### src/hdl/hll_pkg.sv
package hll_pkg;

    localparam int DefBuckets = 2048;
    localparam int FracBits = 22;
    localparam int RankW = 5;
    localparam int EstW = 33;
    localparam logic [31:0] HashMul = 32'h045d9f3b;
    localparam logic [EstW-1:0] EstMax = {EstW{1'b1}};

    typedef enum logic [7:0] {
        ST_CLEAR = 8'b00000001,
        ST_IDLE  = 8'b00000010,
        ST_HASH  = 8'b00000100,
        ST_ADD   = 8'b00001000,
        ST_SCAN  = 8'b00010000,
        ST_LAST  = 8'b00100000,
        ST_DIV   = 8'b01000000,
        ST_OUT   = 8'b10000000
    } state_t;

    // Controller to datapath.
    typedef struct packed {
        logic clear_wr;   // write zero at the scan address
        logic hash_load;  // capture the incoming value
        logic hash_rd;    // finish the hash and read the hashed bucket
        logic add_wr;     // read-modify-write of the hashed bucket
        logic scan_rd;    // read at the scan address
        logic scan_acc;   // accumulate the bucket read last cycle
        logic addr_inc;   // step the scan address
        logic sum_clr;
        logic div_start;
        logic div_step;
        logic out_fire;
    } ctrl_t;

    // Datapath to controller.
    typedef struct packed {
        logic addr_last;
        logic div_done;
    } stat_t;

    function automatic int clog2_floor(input int m);
        int b;
        b = 0;
        while ((m >> (b + 1)) != 0) b++;
        return b;
    endfunction

endpackage

### src/hdl/hll_ctrl.sv
module hll_ctrl (
    input  logic           clk,
    input  logic           rst_n,
    input  logic           start,
    input  logic           mode,
    input  hll_pkg::stat_t stat,
    output hll_pkg::ctrl_t ctrl,
    output logic           busy
);
    import hll_pkg::*;

    state_t state_reg, state_next;

    always_ff @(posedge clk or negedge rst_n)
    begin
        if (!rst_n)
        begin
            state_reg <= ST_CLEAR;
        end
        else
        begin
            state_reg <= state_next;
        end
    end

    always_comb
    begin
        state_next = state_reg;
        ctrl = '0;
        busy = 1'b1;
        case (state_reg)
            ST_CLEAR:
            begin
                ctrl.clear_wr = 1'b1;
                ctrl.addr_inc = 1'b1;
                if (stat.addr_last)
                begin
                    state_next = ST_IDLE;
                end
            end
            ST_IDLE:
            begin
                busy = 1'b0;
                if (start)
                begin
                    if (mode)
                    begin
                        ctrl.sum_clr = 1'b1;
                        state_next = ST_SCAN;
                    end
                    else
                    begin
                        ctrl.hash_load = 1'b1;
                        state_next = ST_HASH;
                    end
                end
            end
            ST_HASH:
            begin
                ctrl.hash_rd = 1'b1;
                state_next = ST_ADD;
            end
            ST_ADD:
            begin
                ctrl.add_wr = 1'b1;
                state_next = ST_IDLE;
            end
            ST_SCAN:
            begin
                ctrl.scan_rd = 1'b1;
                ctrl.scan_acc = 1'b1;
                ctrl.addr_inc = 1'b1;
                if (stat.addr_last)
                begin
                    state_next = ST_LAST;
                end
            end
            ST_LAST:
            begin
                ctrl.scan_acc = 1'b1;
                state_next = ST_DIV;
                ctrl.div_start = 1'b1;
            end
            ST_DIV:
            begin
                ctrl.div_step = 1'b1;
                if (stat.div_done)
                begin
                    state_next = ST_OUT;
                end
            end
            ST_OUT:
            begin
                ctrl.out_fire = 1'b1;
                state_next = ST_IDLE;
            end
            default:
            begin
                state_next = ST_IDLE;
            end
        endcase
    end
endmodule

### config.mk
export PLATFORM = sky130hd
export DESIGN_NAME = hll_ctrl
export DESIGN_NICKNAME = d
export VERILOG_FILES = /design/src/hdl/hll_pkg.sv /design/src/hdl/hll_ctrl.sv
export SDC_FILE = /design/constraint.sdc
export NUM_CORES = 1
export LEC_CHECK = 0
export BUFFER_PORTS_ARGS = -buffer_cell sky130_fd_sc_hd__buf_2
export CAP_MARGIN = 20
export CELL_PAD_IN_SITES_DETAIL_PLACEMENT = 0
export CELL_PAD_IN_SITES_GLOBAL_PLACEMENT = 1
export CORE_MARGIN = 4
export CORE_UTILIZATION = 35
export DETAILED_ROUTE_END_ITERATION = 10
export PLACE_DENSITY_LB_ADDON = 0.2
export SKIP_CTS_REPAIR_TIMING = 1
export SYNTH_ARGS = -nofsm -noshare
export SYNTH_HDL_FRONTEND = slang
export SYNTH_SLANG_ARGS = --single-unit
### constraint.sdc
create_clock -name clk -period 5.9 [get_ports clk]
set_input_delay 0 -clock clk [delete_from_list [all_inputs] [get_ports clk]]
set_output_delay 0 -clock clk [all_outputs]
set_load 0.005 [all_outputs]
### After elaboration in Yosys (flattened, before gate mapping)

Index checks and enable logic that the tools add are counted.

| word-level totals | value |
|---|---|
| memories | 0 |
| ROM bits | 0 |
| latch bits | 0 |
| bits in registers | 8 |
| input bits | 6 |
| output and inout bits | 12 |
| RAM bits | 0 |

| operators by class | value |
|---|---|
| add/subtract/negate cells | 0 |
| shift operators | 0 |
| multiplexer cells | 22 |
| magnitude comparators | 0 |
| reductions and logical operators | 3 |
| divide/modulo/power cells | 0 |
| equality and inequality tests | 12 |
| bitwise logic cells | 0 |
| multiply operators | 0 |

Operators with widths:

| operator | count |
|---|---|
| $pmux 8 s6 | 1 |
| $mux 8 | 4 |
| $mux 1 | 16 |
| $eq 8x1->1 const B | 1 |
| $eq 8x2->1 const B | 1 |
| $eq 8x3->1 const B | 1 |
| $eq 8x4->1 const B | 1 |
| $eq 8x5->1 const B | 1 |
| $eq 8x6->1 const B | 1 |
| $eq 8x7->1 const B | 1 |
| $eq 8x8->1 const B | 1 |
| $ne 2x2->1 const B | 4 |
| $mux 5 | 1 |
| $reduce_and 4->1 | 1 |
| $reduce_or 2->1 | 2 |

### Depth between registers and ports, before layout

Gate-level depths: netlist of the first run.

| depth | value |
|---|---|
| depth after elaboration | 3 |
| depth in mapped cells | 5 |
| depth with buffers taken out | 5 |

### Worst setup path before layout of the first run

No wires, ideal clock.

| timing path | value |
|---|---|
| kind | reg-to-reg |
| start | register state_reg[7] |
| end | register state_reg[5] |
| cell stages (with the launch flop) | 6 |
| clock period less this slack | 1.923 ns |
| required time | 5.834 ns |
| library setup time | 0.066 ns |
| setup slack | 3.977 ns |
| data arrival time | 1.857 ns |
| cell sequence | dfrtp_1 or4_4 or3_4 or3b_4 inv_2 and2_1 |

| between the ends | value |
|---|---|
| cells in the longest elaborated chain, start to end | 3 |

RTL lines:

| item | RTL line | source |
|---|---|---|
| from (decl) | hll_ctrl.sv:12 | `state_t state_reg, state_next;` |
| from (signal assigned) | hll_ctrl.sv:22 | `state_reg <= state_next;` |
| $eq 8x1->1, or another cell as far along | hll_ctrl.sv:31 | `case (state_reg)` |
| $ne 2x2->1 (no source line) | - |  |
| $reduce_and 4->1 (no source line) | - |  |

Several ways; a longest one is shown, not always the timed one.
A chain may end at the register's enable or synchronous reset.

==> impl_metrics.tcl, run 1 <==
set metrics [dict create \
    pin_count_of_the_biggest_net_entering_global_routing 9 \
    largest_register_ff_count 8 \
    synth.cell_area_um2 470 \
    timing.final.crit_share_pct 36.7 \
    route.detailed.drc 0 \
    first_pass_grt_wire_length_mm 1.59 \
    syn_nets 58 \
    cp.buffers_inverters 1 \
    design.portCount 18 \
    rsz0062_at_grt "false" \
    layout.core_utilization_pct 54.3 \
    max-slew-margin-rel_pct 63.3 \
    postSynthAreaPerCell_um2 9.05 \
    synth_edf_count 0 \
    synth_flop_cell "sky130_fd_sc_hd__dfrtp_1" \
    die_width_um 44.7 \
    synth_top_area_share_pct 37.2 \
    totalWireLength_mm 1.04 \
    critical-path-top-delay-family "simple AND/OR/NAND/NOR gates" \
    cts-root-buf "sky130_fd_sc_hd__clkbuf_4" \
    power.ir.vdd_worst_v 0.000179 \
    startpoint_types "flop" \
    post_synth_inst_count 52 \
    detailed_place.area_um2 568 \
    ant_nets 0 \
    route.detailed.vias_per_inst 4.75 \
    r2r_end "state_reg[5]" \
    antenna_found_initial 0 \
    dp_hpwl_um 799 \
    synth_top_cell_by_area "sky130_fd_sc_hd__dfrtp_1" \
    count_of_antenna_diodes_in_the_layout 0 \
    crit_path_top_delay_cell "sky130_fd_sc_hd__or4_4" \
    synth_seq_cells 8 \
    timing.hold.worst.class "in2async" \
    share_of_post_route_cells_with_drive_strength_above_1_pct 35.1 \
    dr.first_iter.drc_count 9 \
    yosysUniqueCellTypes 24 \
    synth.area.top_cells "sky130_fd_sc_hd__dfrtp_1 (37%), sky130_fd_sc_hd__nor2_1 (8.8%), sky130_fd_sc_hd__and3_1 (6.6%), sky130_fd_sc_hd__dfstp_2 (5.6%), sky130_fd_sc_hd__xnor2_1 (5.6%)" \
    design.core.area_mm2 0.00119 \
    setup_total_negative_slack_ns 0 \
    max_freq_ghz 0.462 \
    sequential_area_share_after_synthesis_pct 42.8 \
    most_frequent_cell_after_synthesis "sky130_fd_sc_hd__nor2_1" \
    worstPathCellList "or4_4 > or3_4 > or3b_4 > nand2_1 > buf_2" \
    cts_sinks 8 \
    sequential_cell_area_um2 201 \
    design.die.area_mm2 0.00199 \
    crit_arrival_ns 2.17 \
    worstRegToRegCells 5 \
    clk_path_buf_depth 2 \
    io_buffers 17 \
    worstSetupEndpointType "primary output" \
    share_of_flip_flops_with_an_asynchronous_set_or_reset_after_synthesis_pct 100 \
    placementRows 12 \
    crit_required_ns 5.90 \
    timing.critical_path.fanout_max 5 \
    worst-setup-path-type "reg2out" \
    detail_route.wl_per_cell_um 11.4 \
    pwr_density_cell_mw_per_mm2 337 \
    gpl.final_weighted_congestion 0.710 \
    count_of_vias_placed_by_the_detailed_router 432 \
    rr_startpoint "state_reg[6]" \
    worst-r2r-setup-slack_ns 3.91 \
    timing.max_cap.violations 0 \
    finalMaxSlewViolations 0 \
    final.fill_count 105 \
    gr-usage-all-layers_pct 10.4 \
    area_growth_pct 37.0 \
    die_h_um 44.7 \
    grt_most_used_layer "met1" \
    max_slew.worst_pin.slew_ns 0.543 \
    clk_latency_ns 0.24 \
    groute.layer.met3.usage_pct 1.22 \
    timing.final.hold_violations 0 \
    final-setup-viol-count 0 \
    grt_pass1_vias 353 \
    use_met1_pct 16.0 \
    clkSlewWorstSetupHoldPaths_ns 0.06 \
    worst-path-stages 5 \
    period_minus_slack_ns 2.17 \
    total_leakage_power_uw 0.000372 \
    drt_pass1_iterations 4 \
    multi_input_area_um2 249 \
    initial_utilization_pct 39.7 \
    numCtsBuffers 3 \
    routing_usage_on_met2_pct 14.6 \
    fin_nets 84 \
    cts_htree_levels 1 \
    timing.clock.skew_ns 0.00374 \
    run_status "finished clean" \
    fin_area_um2 644 \
    grt.overflow.total 0 \
    largest_stage_delay_worst_path_ns 0.55 \
    tritoncts "yes" \
    synthesis.yosys.warnings 0 \
    synth_commonest_cells "sky130_fd_sc_hd__nor2_1 (11), sky130_fd_sc_hd__dfrtp_1 (7), sky130_fd_sc_hd__and3_1 (5)" \
]
layout make-up:
class | count | share of cell area [%]
Tap cell | 14 | 2.72
Timing Repair Buffer | 22 | 21.0
Sequential cell | 8 | 31.3
Multi-Input combinational cell | 39 | 38.6
Clock buffer | 4 | 4.08
Inverter | 4 | 2.33
worst max path at each step:
stage / startpoint / endpoint / slack (ns)
3_3_place_gp: state_reg[6] / state_reg[4] / 3.96
2_1_floorplan: state_reg[7] / state_reg[5] / 3.98
6_report: state_reg[6] / ctrl[4] / 3.73
5_1_grt: state_reg[6] / ctrl[9] / 3.60
3_5_place_dp: state_reg[6] / state_reg[5] / 3.93
4_1_cts: state_reg[6] / ctrl[4] / 3.72
where the power goes:
| part | internal (µW) | switching [µW] | total [µW] |
|---|---|---|---|
| combinational | 51.8 | 44.2 | 96.0 |
| sequential | 63.6 | 13.8 | 77.4 |
| clock | 25.8 | 17.8 | 43.7 |
| total | 141 | 75.8 | 217 |
metal layers:
layer,wire [µm],vias up
met5,0,-
met4,0,0
met3,66,0
met2,460,13
met1,513,188
li1,-,231
kinds of logic (layout without fill, tap and decap cells):
logic type | count (synthesis) | count (layout) | synth area share [%]
XOR/XNOR | 3 | 3 | 5.59
AO/OA/AOI/OAI | 4 | 4 | 6.39
multiplexers | 1 | 1 | 2.13
flip-flops | 8 | 8 | 42.8
buffers and inverters | 5 | 30 | 4.25
AND/OR/NAND/NOR | 31 | 31 | 38.8
metrics by stage:
stage / power [µW] / hold WS (ns) / setup WS [ns] / std cells
6_report: 217 / 0.132 / 3.73 / 91
5_1_grt: 236 / 0.127 / 3.60 / 91
4_1_cts: 216 / -0.416 / 3.72 / 86
2_1_floorplan: 143 / -0.296 / 3.98 / 52
3_3_place_gp: 172 / -0.152 / 3.96 / 82
3_5_place_dp: 171 / -0.149 / 3.93 / 82
placed cells by master, fill, tap and decap left out:
cell                            count
sky130_fd_sc_hd__clkbuf_4           3
sky130_fd_sc_hd__inv_2              1
sky130_fd_sc_hd__o21bai_1           1
sky130_fd_sc_hd__nor2_1            11
sky130_fd_sc_hd__or3b_4             1
sky130_fd_sc_hd__or4_4              1
sky130_fd_sc_hd__nor4_1             2
sky130_fd_sc_hd__dfstp_2            1
sky130_fd_sc_hd__and2_1             2
sky130_fd_sc_hd__clkbuf_1           1
sky130_fd_sc_hd__nor3b_1            1
sky130_fd_sc_hd__mux2i_1            1
sky130_fd_sc_hd__inv_1              3
sky130_fd_sc_hd__and3_2             1
sky130_fd_sc_hd__or3_4              1
sky130_fd_sc_hd__xnor2_1            3
sky130_fd_sc_hd__nand2_1            2
sky130_fd_sc_hd__buf_2             17
sky130_fd_sc_hd__or2_2              1
sky130_fd_sc_hd__o22ai_1            1
sky130_fd_sc_hd__dlygate4sd3_1      5
sky130_fd_sc_hd__a21o_1             1
sky130_fd_sc_hd__nor4b_1            2
sky130_fd_sc_hd__dfrtp_1            7
sky130_fd_sc_hd__a22o_1             1
sky130_fd_sc_hd__nand3_1            1
sky130_fd_sc_hd__and3_1             5
worst reg2reg max path, stage by stage (launching register included):
cell and delay, ns:
sky130_fd_sc_hd__dfrtp_1 0.43, sky130_fd_sc_hd__or4_4 0.55, sky130_fd_sc_hd__or3_4 0.35, sky130_fd_sc_hd__or3b_4 0.42
sky130_fd_sc_hd__inv_2 0.06, sky130_fd_sc_hd__and2_1 0.11
No activity file was read; power rests on OpenSTA's default activity.
==> inputs of run 2 (changes only) <==
CORE_ASPECT_RATIO = 0.9   (was unset)
CORE_UTILIZATION = 29   (was 35)
clock period = 1.75 ns   (was 5.9 ns; I/O delays follow)
==> impl_metrics.tcl, run 2 (synthesis gave the netlist of run 1 again) <==
set metrics [dict create \
    share_of_post_route_cells_with_drive_strength_above_1_pct 47.7 \
    startpoint_types "flop" \
    design.die.area_mm2 0.00233 \
    largest_register_ff_count 8 \
    worst_hold_slack_ns 0.120 \
    violations "negative setup slack" \
    max_slew.worst_pin.slew_ns 0.330 \
    report.power.total_uw 870 \
    grt.overflow.total 0 \
    count_of_vias_placed_by_the_detailed_router 482 \
    count_of_antenna_diodes_in_the_layout 0 \
    critical-path-top-delay-family "simple AND/OR/NAND/NOR gates" \
    period_minus_slack_ns 2.07 \
    worstRegToRegCells 5 \
    gr-usage-all-layers_pct 11.1 \
    fin_area_um2 762 \
    worst-setup-path-type "reg2out" \
    run_status "complete, but fails checks" \
    antenna_found_initial 0 \
    cp.buffers_inverters 1 \
    io_buffers 17 \
    total_leakage_power_uw 0.000434 \
    pin_count_of_the_biggest_net_entering_global_routing 9 \
    power.ir.vdd_worst_v 0.000630 \
    worst-r2r-setup-slack_ns -0.12 \
    finalMaxSlewViolations 0 \
    clk_path_buf_depth 2 \
    design.core.area_mm2 0.00148 \
    worst-path-stages 5 \
    rr_startpoint "state_reg[3]" \
    final-setup-viol-count 11 \
    first_pass_grt_wire_length_mm 1.86 \
    worstSetupEndpointType "primary output" \
    cts-root-buf "sky130_fd_sc_hd__clkbuf_4" \
    totalWireLength_mm 1.12 \
    timing.max_cap.violations 0 \
    tritoncts "yes" \
    design.portCount 18 \
    pwr_density_cell_mw_per_mm2 1140 \
    final.fill_count 141 \
    mostFrequentLayoutCells "sky130_fd_sc_hd__buf_2 (17), sky130_fd_sc_hd__buf_4 (11), sky130_fd_sc_hd__nor2_1 (10)" \
    timing.final.hold_violations 0 \
    route.detailed.vias_per_inst 4.38 \
    postLayoutSetupSlackWorst_ns -0.321 \
    grt_pass1_vias 429 \
    clk_latency_ns 0.25 \
    largest_stage_delay_worst_path_ns 0.53 \
    fin_nets 95 \
    detailed_place.area_um2 661 \
    timing.final.crit_share_pct 118 \
    ant_nets 0 \
    numCtsBuffers 3 \
    worstPathCellList "or4_4 > or3_4 > or3b_4 > nand2_1 > buf_2" \
    timing.clock.skew_ns 0.00124 \
    max_freq_ghz 0.483 \
    area_growth_pct 62.0 \
    setup_total_negative_slack_ns -1.91 \
    r2r_end "state_reg[5]" \
    detail_route.wl_per_cell_um 10.2 \
    initial_utilization_pct 31.8 \
    layout_commonest_cell "sky130_fd_sc_hd__buf_2" \
    cts_htree_levels 1 \
    crit_path_top_delay_cell "sky130_fd_sc_hd__or4_4" \
    die_width_um 50.5 \
    placementRows 13 \
    rsz0062_at_grt "true" \
    drt_pass1_iterations 4 \
    die_h_um 46.2 \
    critical_path.startpoint "state_reg[3]" \
    route.detailed.drc 0 \
    timing.critical_path.fanout_max 3 \
    dr.first_iter.drc_count 7 \
    cts_sinks 8 \
    dp_hpwl_um 875 \
    gpl.final_weighted_congestion 0.727 \
    timing.hold.worst.class "in2async" \
    crit_arrival_ns 2.07 \
    crit_required_ns 1.75 \
    clkSlewWorstSetupHoldPaths_ns 0.05 \
    max-slew-margin-rel_pct 77.8 \
]
[run 2: cell types whose count changed in the layout (fill, tap and decap cells not counted), sizes merged]
cell / change
buf: +11
[run 2: worst register-to-register path: stages (launching register included)]
cell and delay [ns]:
sky130_fd_sc_hd__dfrtp_1 0.37, sky130_fd_sc_hd__or4_4 0.53, sky130_fd_sc_hd__or3_4 0.35, sky130_fd_sc_hd__or3b_4 0.40, sky130_fd_sc_hd__inv_2 0.06, sky130_fd_sc_hd__and2_1 0.10
[run 2: area by class of cell]
cell class / count / area [µm²] / area share (%)
Clock buffer: 4 / 26.3 / 3.45
Sequential cell: 8 / 201 / 26.4
Tap cell: 22 / 27.5 / 3.61
Timing Repair Buffer: 33 / 218 / 28.6
Inverter: 4 / 15.0 / 1.97
Multi-Input combinational cell: 39 / 274 / 36.0
[run 2: through the flow]
step / std cells / util [%] / setup WS [ns]
global route: 110 / 51.5 / -0.386
floorplan: 52 / - / -0.142
detailed placement: 101 / 44.6 / -0.138
finish: 110 / 51.5 / -0.321
global placement: 101 / 44.6 / -0.103
CTS: 105 / 46.4 / -0.361
[run 2: how the worst max path moves through the flow]
stage                    to
2_1_floorplan  state_reg[5]
3_3_place_gp   state_reg[5]
5_1_grt             ctrl[4]
3_5_place_dp   state_reg[4]
4_1_cts             ctrl[3]
6_report            ctrl[4]
[run 2: per-layer routing]
layer	track usage, %	up-vias	share of wire, %
li1	-	255	-
met1	14.7	208	51
met2	15.1	15	41
met3	1.62	4	5.4
met4	11.3	0	2.9
met5	0	-	0
[run 2: report_power, final]
part	switching, µW	internal, µW
Sequential	32.5	214
Combinational	200	272
Clock	63.7	87.3
